<file path="src/rtl/p1305tc_pkg.sv">
// ============================================================================
// p1305tc_pkg
// Shared types, constants and codes for the Poly1305 tag checker.
// ============================================================================
package p1305tc_pkg;

    localparam int LIMB_W  = 26;
    localparam int HLIMB_W = 27;
    localparam int NUM_LIMBS = 5;
    localparam int OPA_W   = 28;
    localparam int OPB_W   = 29;
    localparam int PROD_W  = OPA_W + OPB_W;
    localparam int ACC_W   = 64;
    localparam int ROW_W   = 3;
    localparam int CFG_IDX_W = 3;

    localparam logic [63:0] CLAMP_LOW  = 64'h0fff_fffc_0fff_ffff;
    localparam logic [63:0] CLAMP_HIGH = 64'h0fff_fffc_0fff_fffc;

    typedef enum logic [CFG_IDX_W-1:0] {
        CFG_R_LOW    = 3'd0,
        CFG_R_HIGH   = 3'd1,
        CFG_S_LOW    = 3'd2,
        CFG_S_HIGH   = 3'd3,
        CFG_TAG_LOW  = 3'd4,
        CFG_TAG_HIGH = 3'd5
    } cfg_reg_t;

    typedef enum logic [2:0] {
        ST_IDLE,
        ST_MUL,
        ST_DRAIN,
        ST_FOLD,
        ST_FIN_CARRY,
        ST_FIN_SUB,
        ST_FIN_OUT
    } state_t;

    typedef struct packed {
        logic [63:0] block_low;
        logic [63:0] block_high;
        logic [4:0]  valid_bytes;
        logic        last_block;
    } block_item_t;

    typedef struct packed {
        logic [63:0] tag_low;
        logic [63:0] tag_high;
        logic        accept;
    } result_item_t;

    // One multiply-accumulate request from the sequencer.
    typedef struct packed {
        logic             issue;
        logic             first;
        logic             chain;
        logic             row_end;
        logic [ROW_W-1:0] row;
        logic [OPA_W-1:0] a;
        logic [OPB_W-1:0] b;
    } mac_ctl_t;

    // A finished row of the limb product.
    typedef struct packed {
        logic             done;
        logic [ROW_W-1:0] row;
        logic [ACC_W-1:0] acc;
    } mac_res_t;

endpackage

</file>
<file path="src/rtl/p1305tc_mac.sv">
// ============================================================================
// p1305tc_mac
// Shared limb multiplier with a registered product and a row accumulator.
// ============================================================================
module p1305tc_mac (
    input  logic                  clk,
    input  logic                  rst_n,
    input  p1305tc_pkg::mac_ctl_t ctl,
    output p1305tc_pkg::mac_res_t res
);

    logic                                p_valid_reg;
    logic                                p_first_reg;
    logic                                p_chain_reg;
    logic                                p_end_reg;
    logic [p1305tc_pkg::ROW_W-1:0]       p_row_reg;
    logic [p1305tc_pkg::PROD_W-1:0]      prod_reg;

    logic [p1305tc_pkg::ACC_W-1:0]       acc_reg;
    logic [p1305tc_pkg::ACC_W-1:0]       acc_next;
    logic [p1305tc_pkg::ACC_W-1:0]       acc_base;
    logic                                done_reg;
    logic [p1305tc_pkg::ROW_W-1:0]       row_reg;

    always_ff @(posedge clk or negedge rst_n)
    begin
        if (!rst_n)
        begin
            p_valid_reg <= 1'b0;
            p_first_reg <= 1'b0;
            p_chain_reg <= 1'b0;
            p_end_reg   <= 1'b0;
            p_row_reg   <= '0;
            done_reg    <= 1'b0;
            row_reg     <= '0;
        end
        else
        begin
            p_valid_reg <= ctl.issue;
            p_first_reg <= ctl.first;
            p_chain_reg <= ctl.chain;
            p_end_reg   <= ctl.row_end;
            p_row_reg   <= ctl.row;
            done_reg    <= p_valid_reg && p_end_reg;
            row_reg     <= p_row_reg;
        end
    end

    always_ff @(posedge clk)
    begin
        prod_reg <= p1305tc_pkg::PROD_W'(ctl.a) * p1305tc_pkg::PROD_W'(ctl.b);
        if (p_valid_reg)
        begin
            acc_reg <= acc_next;
        end
    end

    // A chained row starts from the carry out of the previous row; row 0 starts from zero.
    always_comb
    begin
        if (!p_first_reg)
        begin
            acc_base = acc_reg;
        end
        else if (p_chain_reg)
        begin
            acc_base = {{p1305tc_pkg::LIMB_W{1'b0}},
                        acc_reg[p1305tc_pkg::ACC_W-1:p1305tc_pkg::LIMB_W]};
        end
        else
        begin
            acc_base = '0;
        end
        acc_next = acc_base + p1305tc_pkg::ACC_W'(prod_reg);
    end

    assign res.done = done_reg;
    assign res.row  = row_reg;
    assign res.acc  = acc_reg;

endmodule

</file>
<file path="src/rtl/poly1305_tag_check.sv">
// A block with data passes the multiply, drain and fold steps before the
// next block can be taken; a last block then passes the final carry,
// subtract and output steps. An empty last block goes straight to the
// final carry step. The 25 limb products of each block go one per cycle
// through one shared 28x29 multiplier.
// Reset clears the keys, the expected tag and the accumulator to zero.
// ============================================================================
// poly1305_tag_check
// Poly1305 authenticator computed block by block and checked against an
// expected tag held in configuration registers.
// ============================================================================
module poly1305_tag_check (
    input  logic                                  clk,
    input  logic                                  rst_n,
    input  logic                                  cfg_we,
    input  logic [p1305tc_pkg::CFG_IDX_W-1:0]     cfg_index,
    input  logic [63:0]                           cfg_data,
    input  logic                                  block_valid,
    output logic                                  block_ready,
    input  p1305tc_pkg::block_item_t              block,
    output logic                                  result_valid,
    input  logic                                  result_ready,
    output p1305tc_pkg::result_item_t             result
);

    localparam logic [p1305tc_pkg::LIMB_W-1:0] LIMB_MASK = '1;
    localparam logic [2:0] LAST_IDX = 3'(p1305tc_pkg::NUM_LIMBS - 1);

    // Configuration
    logic [63:0] key_r_low_reg, key_r_high_reg;
    logic [63:0] key_s_low_reg, key_s_high_reg;
    logic [63:0] exp_low_reg, exp_high_reg;

    // Sequencer
    p1305tc_pkg::state_t state_reg, state_next;
    logic [2:0] row_reg, row_next;
    logic [2:0] col_reg, col_next;
    logic       last_reg;

    // Datapath
    logic [p1305tc_pkg::HLIMB_W-1:0] h_reg  [p1305tc_pkg::NUM_LIMBS];
    logic [p1305tc_pkg::OPA_W-1:0]   hm_reg [p1305tc_pkg::NUM_LIMBS];
    logic [p1305tc_pkg::HLIMB_W-1:0] fc_reg [p1305tc_pkg::NUM_LIMBS];
    logic [127:0]                    raw_tag_reg;
    p1305tc_pkg::result_item_t       result_reg;
    logic                            result_valid_reg;

    logic                            accept_in;
    logic                            out_load;
    logic [4:0]                      n_sat;
    logic [128:0]                    msg;
    logic [p1305tc_pkg::LIMB_W-1:0]  m_limb [p1305tc_pkg::NUM_LIMBS];
    logic [127:0]                    r_cl;
    logic [p1305tc_pkg::LIMB_W-1:0]  r_limb [p1305tc_pkg::NUM_LIMBS];
    logic [p1305tc_pkg::OPB_W-1:0]   s5     [p1305tc_pkg::NUM_LIMBS];
    logic [3:0]                      diff;
    logic [3:0]                      diff_r;
    logic [p1305tc_pkg::OPB_W-1:0]   coef;
    p1305tc_pkg::mac_ctl_t           mac_ctl;
    p1305tc_pkg::mac_res_t           mac_res;
    logic [40:0]                     fold_c5;
    logic [41:0]                     fold_sum;
    logic [p1305tc_pkg::HLIMB_W-1:0] fc_next [p1305tc_pkg::NUM_LIMBS];
    logic [127:0]                    raw_tag_next;
    logic [127:0]                    tag_sum;

    // ------------------------------------------------------------------
    // Configuration registers
    // ------------------------------------------------------------------
    always_ff @(posedge clk or negedge rst_n)
    begin
        if (!rst_n)
        begin
            key_r_low_reg  <= '0;
            key_r_high_reg <= '0;
            key_s_low_reg  <= '0;
            key_s_high_reg <= '0;
            exp_low_reg    <= '0;
            exp_high_reg   <= '0;
        end
        else if (cfg_we)
        begin
            case (cfg_index)
                p1305tc_pkg::CFG_R_LOW:    key_r_low_reg  <= cfg_data;
                p1305tc_pkg::CFG_R_HIGH:   key_r_high_reg <= cfg_data;
                p1305tc_pkg::CFG_S_LOW:    key_s_low_reg  <= cfg_data;
                p1305tc_pkg::CFG_S_HIGH:   key_s_high_reg <= cfg_data;
                p1305tc_pkg::CFG_TAG_LOW:  exp_low_reg    <= cfg_data;
                p1305tc_pkg::CFG_TAG_HIGH: exp_high_reg   <= cfg_data;
                default: ;
            endcase
        end
    end

    // ------------------------------------------------------------------
    // Message padding and key limbs
    // ------------------------------------------------------------------
    assign accept_in = block_valid && block_ready;
    assign n_sat = (block.valid_bytes > 5'd16) ? 5'd16 : block.valid_bytes;

    // Keep the valid bytes and set a one just above them.
    always_comb
    begin
        msg = '0;
        for (int i = 0; i < 16; i++)
        begin
            if (5'(i) < n_sat)
            begin
                msg[8*i +: 8] = (i < 8) ? block.block_low[8*(i%8) +: 8]
                                        : block.block_high[8*(i%8) +: 8];
            end
        end
        msg[{n_sat, 3'b000}] = 1'b1;
    end

    assign r_cl = {key_r_high_reg & p1305tc_pkg::CLAMP_HIGH,
                   key_r_low_reg & p1305tc_pkg::CLAMP_LOW};

    always_comb
    begin
        for (int i = 0; i < p1305tc_pkg::NUM_LIMBS - 1; i++)
        begin
            m_limb[i] = msg[p1305tc_pkg::LIMB_W*i +: p1305tc_pkg::LIMB_W];
            r_limb[i] = r_cl[p1305tc_pkg::LIMB_W*i +: p1305tc_pkg::LIMB_W];
        end
        m_limb[4] = {1'b0, msg[128:104]};
        r_limb[4] = {2'b00, r_cl[127:104]};
        for (int i = 0; i < p1305tc_pkg::NUM_LIMBS; i++)
        begin
            s5[i] = {r_limb[i], 2'b00} + p1305tc_pkg::OPB_W'(r_limb[i]);
        end
    end

    // Row i, column j uses r[i-j] when j <= i and 5*r[i-j+5] otherwise.
    always_comb
    begin
        diff   = 4'(row_reg) + 4'd5 - 4'(col_reg);
        diff_r = diff - 4'd5;
        if (diff >= 4'd5)
        begin
            coef = p1305tc_pkg::OPB_W'(r_limb[diff_r[2:0]]);
        end
        else
        begin
            coef = s5[diff[2:0]];
        end
    end

    // ------------------------------------------------------------------
    // Sequencer: next state
    // ------------------------------------------------------------------
    always_comb
    begin
        state_next = state_reg;
        row_next   = row_reg;
        col_next   = col_reg;
        case (state_reg)
            p1305tc_pkg::ST_IDLE:
            begin
                row_next = '0;
                col_next = '0;
                if (accept_in)
                begin
                    if (n_sat != 5'd0)
                    begin
                        state_next = p1305tc_pkg::ST_MUL;
                    end
                    else if (block.last_block)
                    begin
                        state_next = p1305tc_pkg::ST_FIN_CARRY;
                    end
                end
            end
            p1305tc_pkg::ST_MUL:
            begin
                if (col_reg == LAST_IDX)
                begin
                    col_next = '0;
                    row_next = row_reg + 3'd1;
                    if (row_reg == LAST_IDX)
                    begin
                        state_next = p1305tc_pkg::ST_DRAIN;
                    end
                end
                else
                begin
                    col_next = col_reg + 3'd1;
                end
            end
            p1305tc_pkg::ST_DRAIN:
            begin
                if (mac_res.done && mac_res.row == LAST_IDX)
                begin
                    state_next = p1305tc_pkg::ST_FOLD;
                end
            end
            p1305tc_pkg::ST_FOLD:
            begin
                state_next = last_reg ? p1305tc_pkg::ST_FIN_CARRY : p1305tc_pkg::ST_IDLE;
            end
            p1305tc_pkg::ST_FIN_CARRY: state_next = p1305tc_pkg::ST_FIN_SUB;
            p1305tc_pkg::ST_FIN_SUB:   state_next = p1305tc_pkg::ST_FIN_OUT;
            p1305tc_pkg::ST_FIN_OUT:
            begin
                if (out_load)
                begin
                    state_next = p1305tc_pkg::ST_IDLE;
                end
            end
            default: state_next = p1305tc_pkg::ST_IDLE;
        endcase
    end

    // ------------------------------------------------------------------
    // Sequencer: outputs
    // ------------------------------------------------------------------
    always_comb
    begin
        block_ready     = 1'b0;
        out_load        = 1'b0;
        mac_ctl.issue   = 1'b0;
        mac_ctl.first   = (col_reg == 3'd0);
        mac_ctl.chain   = (row_reg != 3'd0);
        mac_ctl.row_end = (col_reg == LAST_IDX);
        mac_ctl.row     = row_reg;
        mac_ctl.a       = hm_reg[col_reg];
        mac_ctl.b       = coef;
        case (state_reg)
            p1305tc_pkg::ST_IDLE:    block_ready   = 1'b1;
            p1305tc_pkg::ST_MUL:     mac_ctl.issue = 1'b1;
            p1305tc_pkg::ST_FIN_OUT: out_load      = !result_valid_reg || result_ready;
            default: ;
        endcase
    end

    always_ff @(posedge clk or negedge rst_n)
    begin
        if (!rst_n)
        begin
            state_reg        <= p1305tc_pkg::ST_IDLE;
            row_reg          <= '0;
            col_reg          <= '0;
            last_reg         <= 1'b0;
            result_valid_reg <= 1'b0;
        end
        else
        begin
            state_reg <= state_next;
            row_reg   <= row_next;
            col_reg   <= col_next;
            if (accept_in)
            begin
                last_reg <= block.last_block;
            end
            if (out_load)
            begin
                result_valid_reg <= 1'b1;
            end
            else if (result_ready)
            begin
                result_valid_reg <= 1'b0;
            end
        end
    end

    // ------------------------------------------------------------------
    // Shared multiplier
    // ------------------------------------------------------------------
    p1305tc_mac u_mac (
        .clk   (clk),
        .rst_n (rst_n),
        .ctl   (mac_ctl),
        .res   (mac_res)
    );

    // ------------------------------------------------------------------
    // Accumulator
    // ------------------------------------------------------------------
    // The top carry wraps around to limb 0 times five, since 2^130 = 5 mod p.
    assign fold_c5  = {1'b0, mac_res.acc[63:26], 2'b00} + 41'(mac_res.acc[63:26]);
    assign fold_sum = 42'(h_reg[0]) + 42'(fold_c5);

    always_ff @(posedge clk or negedge rst_n)
    begin
        if (!rst_n)
        begin
            for (int i = 0; i < p1305tc_pkg::NUM_LIMBS; i++)
            begin
                h_reg[i] <= '0;
            end
        end
        else if (out_load)
        begin
            for (int i = 0; i < p1305tc_pkg::NUM_LIMBS; i++)
            begin
                h_reg[i] <= '0;
            end
        end
        else if (state_reg == p1305tc_pkg::ST_FOLD)
        begin
            h_reg[0] <= {1'b0, fold_sum[25:0]};
            h_reg[1] <= h_reg[1] + 27'(fold_sum[41:26]);
        end
        else if (mac_res.done)
        begin
            h_reg[mac_res.row] <= {1'b0, mac_res.acc[p1305tc_pkg::LIMB_W-1:0]};
        end
    end

    always_ff @(posedge clk)
    begin
        if (accept_in)
        begin
            for (int i = 0; i < p1305tc_pkg::NUM_LIMBS; i++)
            begin
                hm_reg[i] <= p1305tc_pkg::OPA_W'(h_reg[i])
                           + p1305tc_pkg::OPA_W'(m_limb[i]);
            end
        end
    end

    // ------------------------------------------------------------------
    // Final reduction
    // ------------------------------------------------------------------
    always_comb
    begin
        logic [27:0] f [p1305tc_pkg::NUM_LIMBS];
        logic [27:0] c;
        for (int i = 0; i < p1305tc_pkg::NUM_LIMBS; i++)
        begin
            f[i] = 28'(h_reg[i]);
        end
        for (int i = 1; i < p1305tc_pkg::NUM_LIMBS; i++)
        begin
            f[i]   = f[i] + (f[i-1] >> p1305tc_pkg::LIMB_W);
            f[i-1] = f[i-1] & 28'(LIMB_MASK);
        end
        c    = f[4] >> p1305tc_pkg::LIMB_W;
        f[4] = f[4] & 28'(LIMB_MASK);
        f[0] = f[0] + {c[25:0], 2'b00} + c;
        c    = f[0] >> p1305tc_pkg::LIMB_W;
        f[0] = f[0] & 28'(LIMB_MASK);
        f[1] = f[1] + c;
        c    = f[1] >> p1305tc_pkg::LIMB_W;
        f[1] = f[1] & 28'(LIMB_MASK);
        f[2] = f[2] + c;
        for (int i = 0; i < p1305tc_pkg::NUM_LIMBS; i++)
        begin
            fc_next[i] = f[i][p1305tc_pkg::HLIMB_W-1:0];
        end
    end

    // Subtract p by adding 5 and checking the carry out of bit 130.
    always_comb
    begin
        logic [27:0] g [p1305tc_pkg::NUM_LIMBS];
        logic [27:0] sel [p1305tc_pkg::NUM_LIMBS];
        logic [27:0] c;
        c = 28'd5;
        for (int i = 0; i < p1305tc_pkg::NUM_LIMBS; i++)
        begin
            g[i] = 28'(fc_reg[i]) + c;
            c    = g[i] >> p1305tc_pkg::LIMB_W;
            g[i] = g[i] & 28'(LIMB_MASK);
        end
        for (int i = 0; i < p1305tc_pkg::NUM_LIMBS; i++)
        begin
            sel[i] = (c != 28'd0) ? g[i] : 28'(fc_reg[i]);
        end
        raw_tag_next[63:0]   = 64'(sel[0]) | (64'(sel[1]) << 26) | (64'(sel[2]) << 52);
        raw_tag_next[127:64] = 64'(sel[2] >> 12) | (64'(sel[3]) << 14)
                             | (64'(sel[4]) << 40);
    end

    assign tag_sum = raw_tag_reg + {key_s_high_reg, key_s_low_reg};

    always_ff @(posedge clk)
    begin
        if (state_reg == p1305tc_pkg::ST_FIN_CARRY)
        begin
            for (int i = 0; i < p1305tc_pkg::NUM_LIMBS; i++)
            begin
                fc_reg[i] <= fc_next[i];
            end
        end
        if (state_reg == p1305tc_pkg::ST_FIN_SUB)
        begin
            raw_tag_reg <= raw_tag_next;
        end
        if (out_load)
        begin
            result_reg.tag_low  <= tag_sum[63:0];
            result_reg.tag_high <= tag_sum[127:64];
            result_reg.accept   <= (tag_sum == {exp_high_reg, exp_low_reg});
        end
    end

    assign result_valid = result_valid_reg;
    assign result       = result_reg;

    // ------------------------------------------------------------------
    // Assertions
    // ------------------------------------------------------------------
    a_result_from_finish: assert property (@(posedge clk) disable iff (!rst_n)
        $rose(result_valid) |-> $past(state_reg == p1305tc_pkg::ST_FIN_OUT))
        else $error("result appeared outside the finish step");

    a_clear_after_tag: assert property (@(posedge clk) disable iff (!rst_n)
        out_load |=> (h_reg[0] == '0 && h_reg[1] == '0 && h_reg[2] == '0
                      && h_reg[3] == '0 && h_reg[4] == '0))
        else $error("accumulator not cleared after a tag transfer");

    a_last_row_in_drain: assert property (@(posedge clk) disable iff (!rst_n)
        (mac_res.done && mac_res.row == LAST_IDX) |-> state_reg == p1305tc_pkg::ST_DRAIN)
        else $error("final product row finished outside the drain step");

    a_empty_block_idle: assert property (@(posedge clk) disable iff (!rst_n)
        (accept_in && block.valid_bytes == 5'd0 && !block.last_block)
        |=> state_reg == p1305tc_pkg::ST_IDLE)
        else $error("empty non-final block started work");

endmodule
</file>
<file path="config.mk">
export PLATFORM = sky130hd
export DESIGN_NAME = poly1305_tag_check
export DESIGN_NICKNAME = d
export VERILOG_FILES = /design/src/rtl/p1305tc_pkg.sv /design/src/rtl/p1305tc_mac.sv /design/src/rtl/poly1305_tag_check.sv
export SDC_FILE = /design/constraint.sdc
export NUM_CORES = 2
export LEC_CHECK = 0
export ABC_CLOCK_PERIOD_IN_PS = 11300
export BUFFER_PORTS_ARGS = -buffer_cell sky130_fd_sc_hd__buf_2
export CAP_MARGIN = 0
export CELL_PAD_IN_SITES_DETAIL_PLACEMENT = 2
export CELL_PAD_IN_SITES_GLOBAL_PLACEMENT = 2
export CORE_ASPECT_RATIO = 0.75
export CORE_UTILIZATION = 38
export DETAILED_ROUTE_END_ITERATION = 7
export GPL_TIMING_DRIVEN = 0
export PLACE_DENSITY_LB_ADDON = 0.08
export SLEW_MARGIN = 20
export SYNTH_ARGS = -nofsm -noshare
export SYNTH_HDL_FRONTEND = slang
export SYNTH_HIERARCHICAL = 1
export SYNTH_SLANG_ARGS = --single-unit
</file>
<file path="constraint.sdc">
create_clock -name clk -period 11.3 [get_ports clk]
set_input_delay 0 -clock clk [delete_from_list [all_inputs] [get_ports clk]]
set_output_delay 0 -clock clk [all_outputs]
set_load 0.01 [all_outputs]
</file>
### Word level (Yosys, flattened, before mapping)

Memory sizes are Yosys's and may differ from the RTL's.
Index checks and enable logic that the tools add are counted.

| word-level totals | value |
|---|---|
| input port bits | 206 |
| RAM bits | 275 |
| bits in read-only memories | 0 |
| latch bits | 0 |
| register bits after elaboration | 911 |
| memories | 2 |
| logic and storage cells | 207 |

Memories:

| memory | words | bits a word | read ports | clocked after memory_dff | wr ports | RTL line | source |
|---|---|---|---|---|---|---|---|
| hm_reg | 5 | 28 | 1 | 0 | 5 | poly1305_tag_check.sv:42 | `logic [p1305tc_pkg::OPA_W-1:0] hm_reg [p1305tc_pkg::NUM_LIMBS];` |
| fc_reg | 5 | 27 | 5 | 0 | 5 | poly1305_tag_check.sv:43 | `logic [p1305tc_pkg::HLIMB_W-1:0] fc_reg [p1305tc_pkg::NUM_LIMBS];` |

| operators by class | value |
|---|---|
| multiplexer cells | 62 |
| div/mod/pow operators | 0 |
| $lt $le $gt $ge | 24 |
| add/sub/neg operators | 33 |
| shift operators | 0 |
| bitwise logic cells | 8 |
| multipliers | 1 |
| reductions and logical operators | 26 |
| eq/ne operators | 22 |

Operator list:

| operator | number |
|---|---|
| 2-to-1 mux 135 bit | 2 |
| adder 27 x 2 -> 28 bit | 8 |
| bitwise mux 135 bit | 1 |
| 2-to-1 mux 27 bit | 5 |
| bitwise OR 128 x 129 -> 129 bit | 1 |
| adder 128 bit | 1 |
| == test 128 bit | 1 |
| 2-to-1 mux 8 bit | 16 |
| adder 28 x 26 -> 29 bit | 4 |
| adder 27 x 26 -> 28 bit | 4 |
| binary-select mux 29 bit (select 3 bit) | 1 |
| 2-to-1 mux 29 bit | 3 |
| demux 27 bit (select 3 bit) | 1 |
| 2-to-1 mux 81 bit | 1 |
| binary-select mux 26 bit (select 3 bit) | 1 |
| adder 64 x 57 -> 64 bit | 1 |
| 2-to-1 mux 64 bit | 1 |
| bitwise OR 41 x 64 -> 64 bit | 1 |
| bitwise OR 53 x 64 -> 64 bit | 1 |
| multiplier 28 x 29 -> 57 bit | 1 |
| 2-to-1 mux 54 bit | 1 |
| bitwise OR 27 x 53 -> 53 bit | 1 |
| 2-to-1 mux 26 bit | 2 |
| adder 27 x 41 -> 42 bit | 1 |
| other kinds (49) | 116 |

### Depth between registers and ports, before layout

An unclocked memory read counts as a cell.

| depth | value |
|---|---|
| depth after elaboration | 10 |
| gate-level depth with buffers | 51 |
| depth with buffers taken out | 50 |

### Hierarchy

The synthesis kept the hierarchy.

Modules (own cells, without submodules):

| module | area an instance (um2) | times used | cells each |
|---|---|---|---|
| poly1305_tag_check | 69,364.0 | 1 | 6,940 |
| p1305tc_mac | 34,150.3 | 1 | 3,851 |

### Worst setup path after synthesis

No wires, ideal clock.

| timing path | value |
|---|---|
| path kind | reg2reg |
| start | reg state_reg[0] |
| end | mem fc_reg[0][0] (netlist bit) (enable) |
| slack | 0.387 ns |
| path buffers | 1 |
| cell stages (with the launch flop) | 3 |
| required time | 10.491 ns |
| arrival time | 10.105 ns |
| cell sequence | dfrtp_1 clkbuf_1 nor3b_1 |

RTL lines:

| what | RTL line | source |
|---|---|---|
| from (decl) | poly1305_tag_check.sv:35 | `p1305tc_pkg::state_t state_reg, state_next;` |
| from (signal assigned) | poly1305_tag_check.sv:240 | `state_reg <= p1305tc_pkg::ST_IDLE;` |
| from (signal assigned) | poly1305_tag_check.sv:248 | `state_reg <= state_next;` |
| to (decl) | poly1305_tag_check.sv:43 |  |

### Worst setup path after layout

| timing path | value |
|---|---|
| start | reg key_r_low_reg[3] |
| end | reg u_mac/prod_reg[56] (netlist bit) |

| between the ends | value |
|---|---|
| longest elaborated chain between the ends | 6 |

Ends and longest elaborated chain:

| what | RTL line | source |
|---|---|---|
| from (decl) | poly1305_tag_check.sv:30 | `logic [63:0] key_r_low_reg, key_r_high_reg;` |
| from (signal assigned) | poly1305_tag_check.sv:84 | `p1305tc_pkg::CFG_R_LOW: key_r_low_reg <= cfg_data;` |
| adder 28 x 26 -> 29 bit | poly1305_tag_check.sv:130 | `s5[i] = {r_limb[i], 2'b00} + p1305tc_pkg::OPB_W'(r_limb[i]);` |
| binary-select mux 29 bit (select 3 bit) | poly1305_tag_check.sv:145 | `coef = s5[diff[2:0]];` |
| 2-to-1 mux 29 bit (implied by the code) (2 in series) | poly1305_tag_check.sv:145 |  |
| 2-to-1 mux 29 bit | poly1305_tag_check.sv:139 | `if (diff >= 4'd5)` |
| net coef, one bit | poly1305_tag_check.sv:58 | `logic [p1305tc_pkg::OPB_W-1:0] coef;` |
| multiplier 28 x 29 -> 57 bit | p1305tc_mac.sv:51 | `prod_reg <= p1305tc_pkg::PROD_W'(ctl.a) * p1305tc_pkg::PROD_W'(ctl.b);` |
| to (signal assigned) | p1305tc_mac.sv:51 |  |
| to (decl) | p1305tc_mac.sv:17 | `logic [p1305tc_pkg::PROD_W-1:0] prod_reg;` |

The timed path passes the listed nets, and every way through them passes these cells. The select of a mux whose other input is x is not followed.
A chain may end at the register's enable or synchronous reset.

==> impl_summary.txt <==
----------------------------------------------------
[Critical path]
  Max Fanout on Critical Path ... 10
  Number of cell instances on the worst register-to-register path ... 43
  Peak per-stage delay on the critical path ... 0.82 ns
  Required arrival time at the worst endpoint ... 12.02 ns
  Capture instance of the worst register-to-register path ... u_mac/prod_reg[56]
  Setup crit start ... key_r_low_reg[3]
  Most common cell on crit path ... fa_1
  Capturing element of the worst setup path ... u_mac/prod_reg[56]
  Type of destination of the critical path ... flip-flop
  Crit path kind ... flip-flop to flip-flop
  WP data arrival ... between 10 and 15 ns
  Slack of the worst reg-to-reg path ... 0.15 ns
  CP max-delay cell ... fa_2
  Startpoint of the worst register-to-register path ... key_r_low_reg[3]
  Kind of start point of the critical path ... flip-flop

[Floorplanning]
  Total die area ... 0.275 sq mm
  Die span in x ... 605 um
  Number of ports placed on the die boundary ... 337
  Initial cell density of the core ... between 30% and 40%
  Chip height ... 454 um
  Number of placement rows ... 165
  Placeable Area ... 0.270 sq mm

[Route]
  Number of vias per cell ... 6.00
  Post-route antenna net violation count ... 0
  Drt first-iter violations ... approximately 9600
  Remaining routing DRC violations ... 0
  Detailed-route via count ... 91800
  Per-cell routed wire length ... 34.8 um
  Total wirelength of the detailed-routed design ... approximately 530 mm
  Number of search-and-repair iterations in the first detailed-routing pass ... 5

[STA]
  Final worst path period share ... between 90% and 100%
  Actual slew at the worst max-slew pin ... 1.37 ns
  Count of final hold-check violations ... 0
  Fin. max-slew vios ... 0
  Final total negative setup slack ... 0 ns
  Tmin final ... 11.15 ns
  Worst relative slew slack ... 7.83%
  Final setup violation count ... 0
  Setup slack of the critical path after layout ... 0.145 ns
  Worst Hold Margin ... 0.0245 ns
  Clock skew ... 0.103 ns
  Upper clock frequency limit ... 89.6 MHz

[GRT]
  Initial antenna violation count ... 79
  GR Overflow Total ... 0
  Maximum number of pins on one net before global-route repair ... 90
  Vias in the first global route ... approximately 96000
  First-pass GRT wire length ... 746 mm
  Aggregate global-route resource usage ... 38.3%

[Finish]
  Fraction of final layout cells with drive strength greater than 1 ... about an eighth
  Fin util ... 44.1%
  Synth-to-Final Area Change ... 15.0%
  Fin nets ... 13300
  Max FFs per register ... 140
  Layout filler cell count ... 28800

[Clocking]
  Clock tree from TritonCTS ... yes
  Number of buffers created by CTS ... 146
  Maximum root-to-sink buffer count ... 4
  Clock sink count ... 1164
  H-tree Lvls ... 4
  Clock-pin slew of the registers on the worst-case setup and hold paths ... ~0.060 ns
  CTS Root Cell ... clkbuf_16
  Clock latency reported for the late side of the worst-skew pair ... 0.88 ns

[Place]
  Placer congestion estimate ... 1.00
  Total half-perimeter wirelength after legalization and detailed placement ... 434 mm
  Pre-CTS setup slack ... -4.43 ns
  Port buffer count ... 335

[Synth]
  Seq cells post-synth ... 1164
  Count of different cell masters after synthesis ... 111
  Most common flop cell mapped by yosys ... edfxtp_1
  Mapped Cells ... 10800
  Average cell area after synthesis ... 9.59 sq um
  Cell Area, Synth ... 0.104 sq mm
  Share of the yosys chip area belonging to registers ... 30.7%
  Number of synthesis warnings ... 6
  FFs w/ async S/R, synth ... 44.2%
  Number of synthesized flops with an enable pin ... 592

[Hold path]
  Tightest Hold Check Type ... primary input to flip-flop
  Depth of the worst hold-timing path ... 5

[Run status]
  Result of the run ... completed

[Flow run]
  Max-cap check violation count ... 0

----------------------------------------------------
[cells by family after synthesis]
| family | synth area share, % |
|---|---|
| muxes | 5.29 |
| AOI/OAI and AO/OA | 12.2 |
| buffers and inverters | 5.86 |
| DFF | 30.7 |
| and+or+nand+nor | 15.8 |
| xor gates and xnor gates | 7.04 |
| other | 0.00726 |
| adders and majority gates | 23.1 |
[placed cells by master (no fill, tap or decap), drive strengths merged, types with 32 or more instances in the layout]
master and count:
inv 1123, xnor2 514, clkinv 35, edfxtp 592
ha 716, nor3 161, and2 520, nor4 53
nor2 543, o21ai 509, a21boi 54, buf 513
o21bai 85, nand2b 58, o211ai 32, nand3 241
a211oi 56, dlygate4sd3 192, fa 746, a221oi 38
mux4 44, xor2 257, a21o 173, mux2 375
dfrtp 515, and3 101, nand4 159, o21a 59
a21oi 606, nand2 1161, nor2b 182, a31oi 57
or3 48, dfxtp 57, clkbuf 615
[Yosys cell counts, drive strengths merged (22+ instances only)]
| cell | instances | area [sq um] |
|---|---|---|
| dfrtp | 515 | 12900 |
| o21bai | 85 | 649 |
| o22ai | 22 | 138 |
| mux2i | 26 | 260 |
| nor2 | 543 | 2040 |
| a21boi | 54 | 405 |
| xnor2 | 514 | 4500 |
| a211oi | 56 | 448 |
| nor2b | 182 | 1140 |
| a31oi | 57 | 372 |
| o31ai | 23 | 186 |
| a221oi | 38 | 352 |
| o21a | 59 | 452 |
| nand2 | 1161 | 4360 |
| a21oi | 606 | 3030 |
| or3 | 48 | 300 |
| inv | 1116 | 4190 |
| a21o | 173 | 1300 |
| and2 | 520 | 3250 |
| dfxtp | 57 | 1140 |
| xor2 | 257 | 2250 |
| edfxtp | 592 | 17800 |
| o21ai | 509 | 2560 |
| nand2b | 58 | 363 |
| or2 | 29 | 181 |
| fa | 746 | 14900 |
| and3 | 101 | 634 |
| ha | 716 | 8960 |
| mux2 | 375 | 4220 |
| o211ai | 32 | 240 |
| nor3 | 161 | 806 |
| nor4 | 53 | 344 |
| a2111oi | 27 | 263 |
| mux4 | 44 | 991 |
| buf | 39 | 221 |
| nand3 | 241 | 1210 |
| clkbuf | 441 | 1660 |
| nand4 | 159 | 995 |
[worst min path at each step]
stage                                  start            endpoint  slack [ns]
after global placement    u_mac/p_row_reg[2]    u_mac/row_reg[2]        0.33
after global routing               block[69]       hm_reg[4][23]        0.04
after floorplan                        rst_n          col_reg[0]       -0.30
after CTS                          block[29]        hm_reg[3][9]       0.002
final                              block[16]       hm_reg[2][26]        0.02
after detailed placement               rst_n  key_s_high_reg[19]        0.02
[stage by stage]
step	area, sq um	std cells
2_1_floorplan	104000	10800
3_3_place_gp	110000	14700
3_5_place_dp	110000	14800
4_1_cts	118000	15200
5_1_grt	119000	15300
6_report	119000	15300
[critical path, delay by kind of cell, from the launching register on]
| family | cells | cell delay (ns) |
|---|---|---|
| AO/OA/AOI/OAI | 17 | 3.01 |
| multiplexers | 1 | 0.50 |
| adder cells (fa/ha/maj) | 9 | 4.35 |
| XOR/XNOR | 2 | 0.25 |
| AND/OR/NAND/NOR | 6 | 1.52 |
| buffers and inverters | 8 | 0.94 |
| flip-flops | 1 | 0.42 |
[repair_timing]
action,in CTS,in global routing
resized for setup,280,135
hold buffers,192,1
gates cloned,0,0
pin swaps,27,67
setup endpoints to repair,58,33
setup buffers,40,40
hold endpoints to repair,799,1
[routing by layer]
layer | GRT usage, % | vias up | share of wire [%]
met5 | 0 | - | 0.017
li1 | - | 38500 | -
met4 | 10.8 | 14 | 3.2
met1 | 57.3 | 48800 | 46
met2 | 53.6 | 3856 | 40
met3 | 10.2 | 623 | 10
[layout make-up]
class                   instances  area (sq um)  area share, %
inverters                    1116          4200           3.52
clock inverters                52           417          0.350
clock buffers                 204          4240           3.56
flip-flops and latches       1164         31800           26.7
diodes                         22          55.1         0.0462
repair buffers                657          4920           4.14
multi-input cells            8043         66600           55.9
well taps                    3590          4490           3.77
plain buffers                 461          2330           1.96
Power is not shown: default switching activity piles up to over one toggle a cycle in this logic, so the estimate is an artifact.
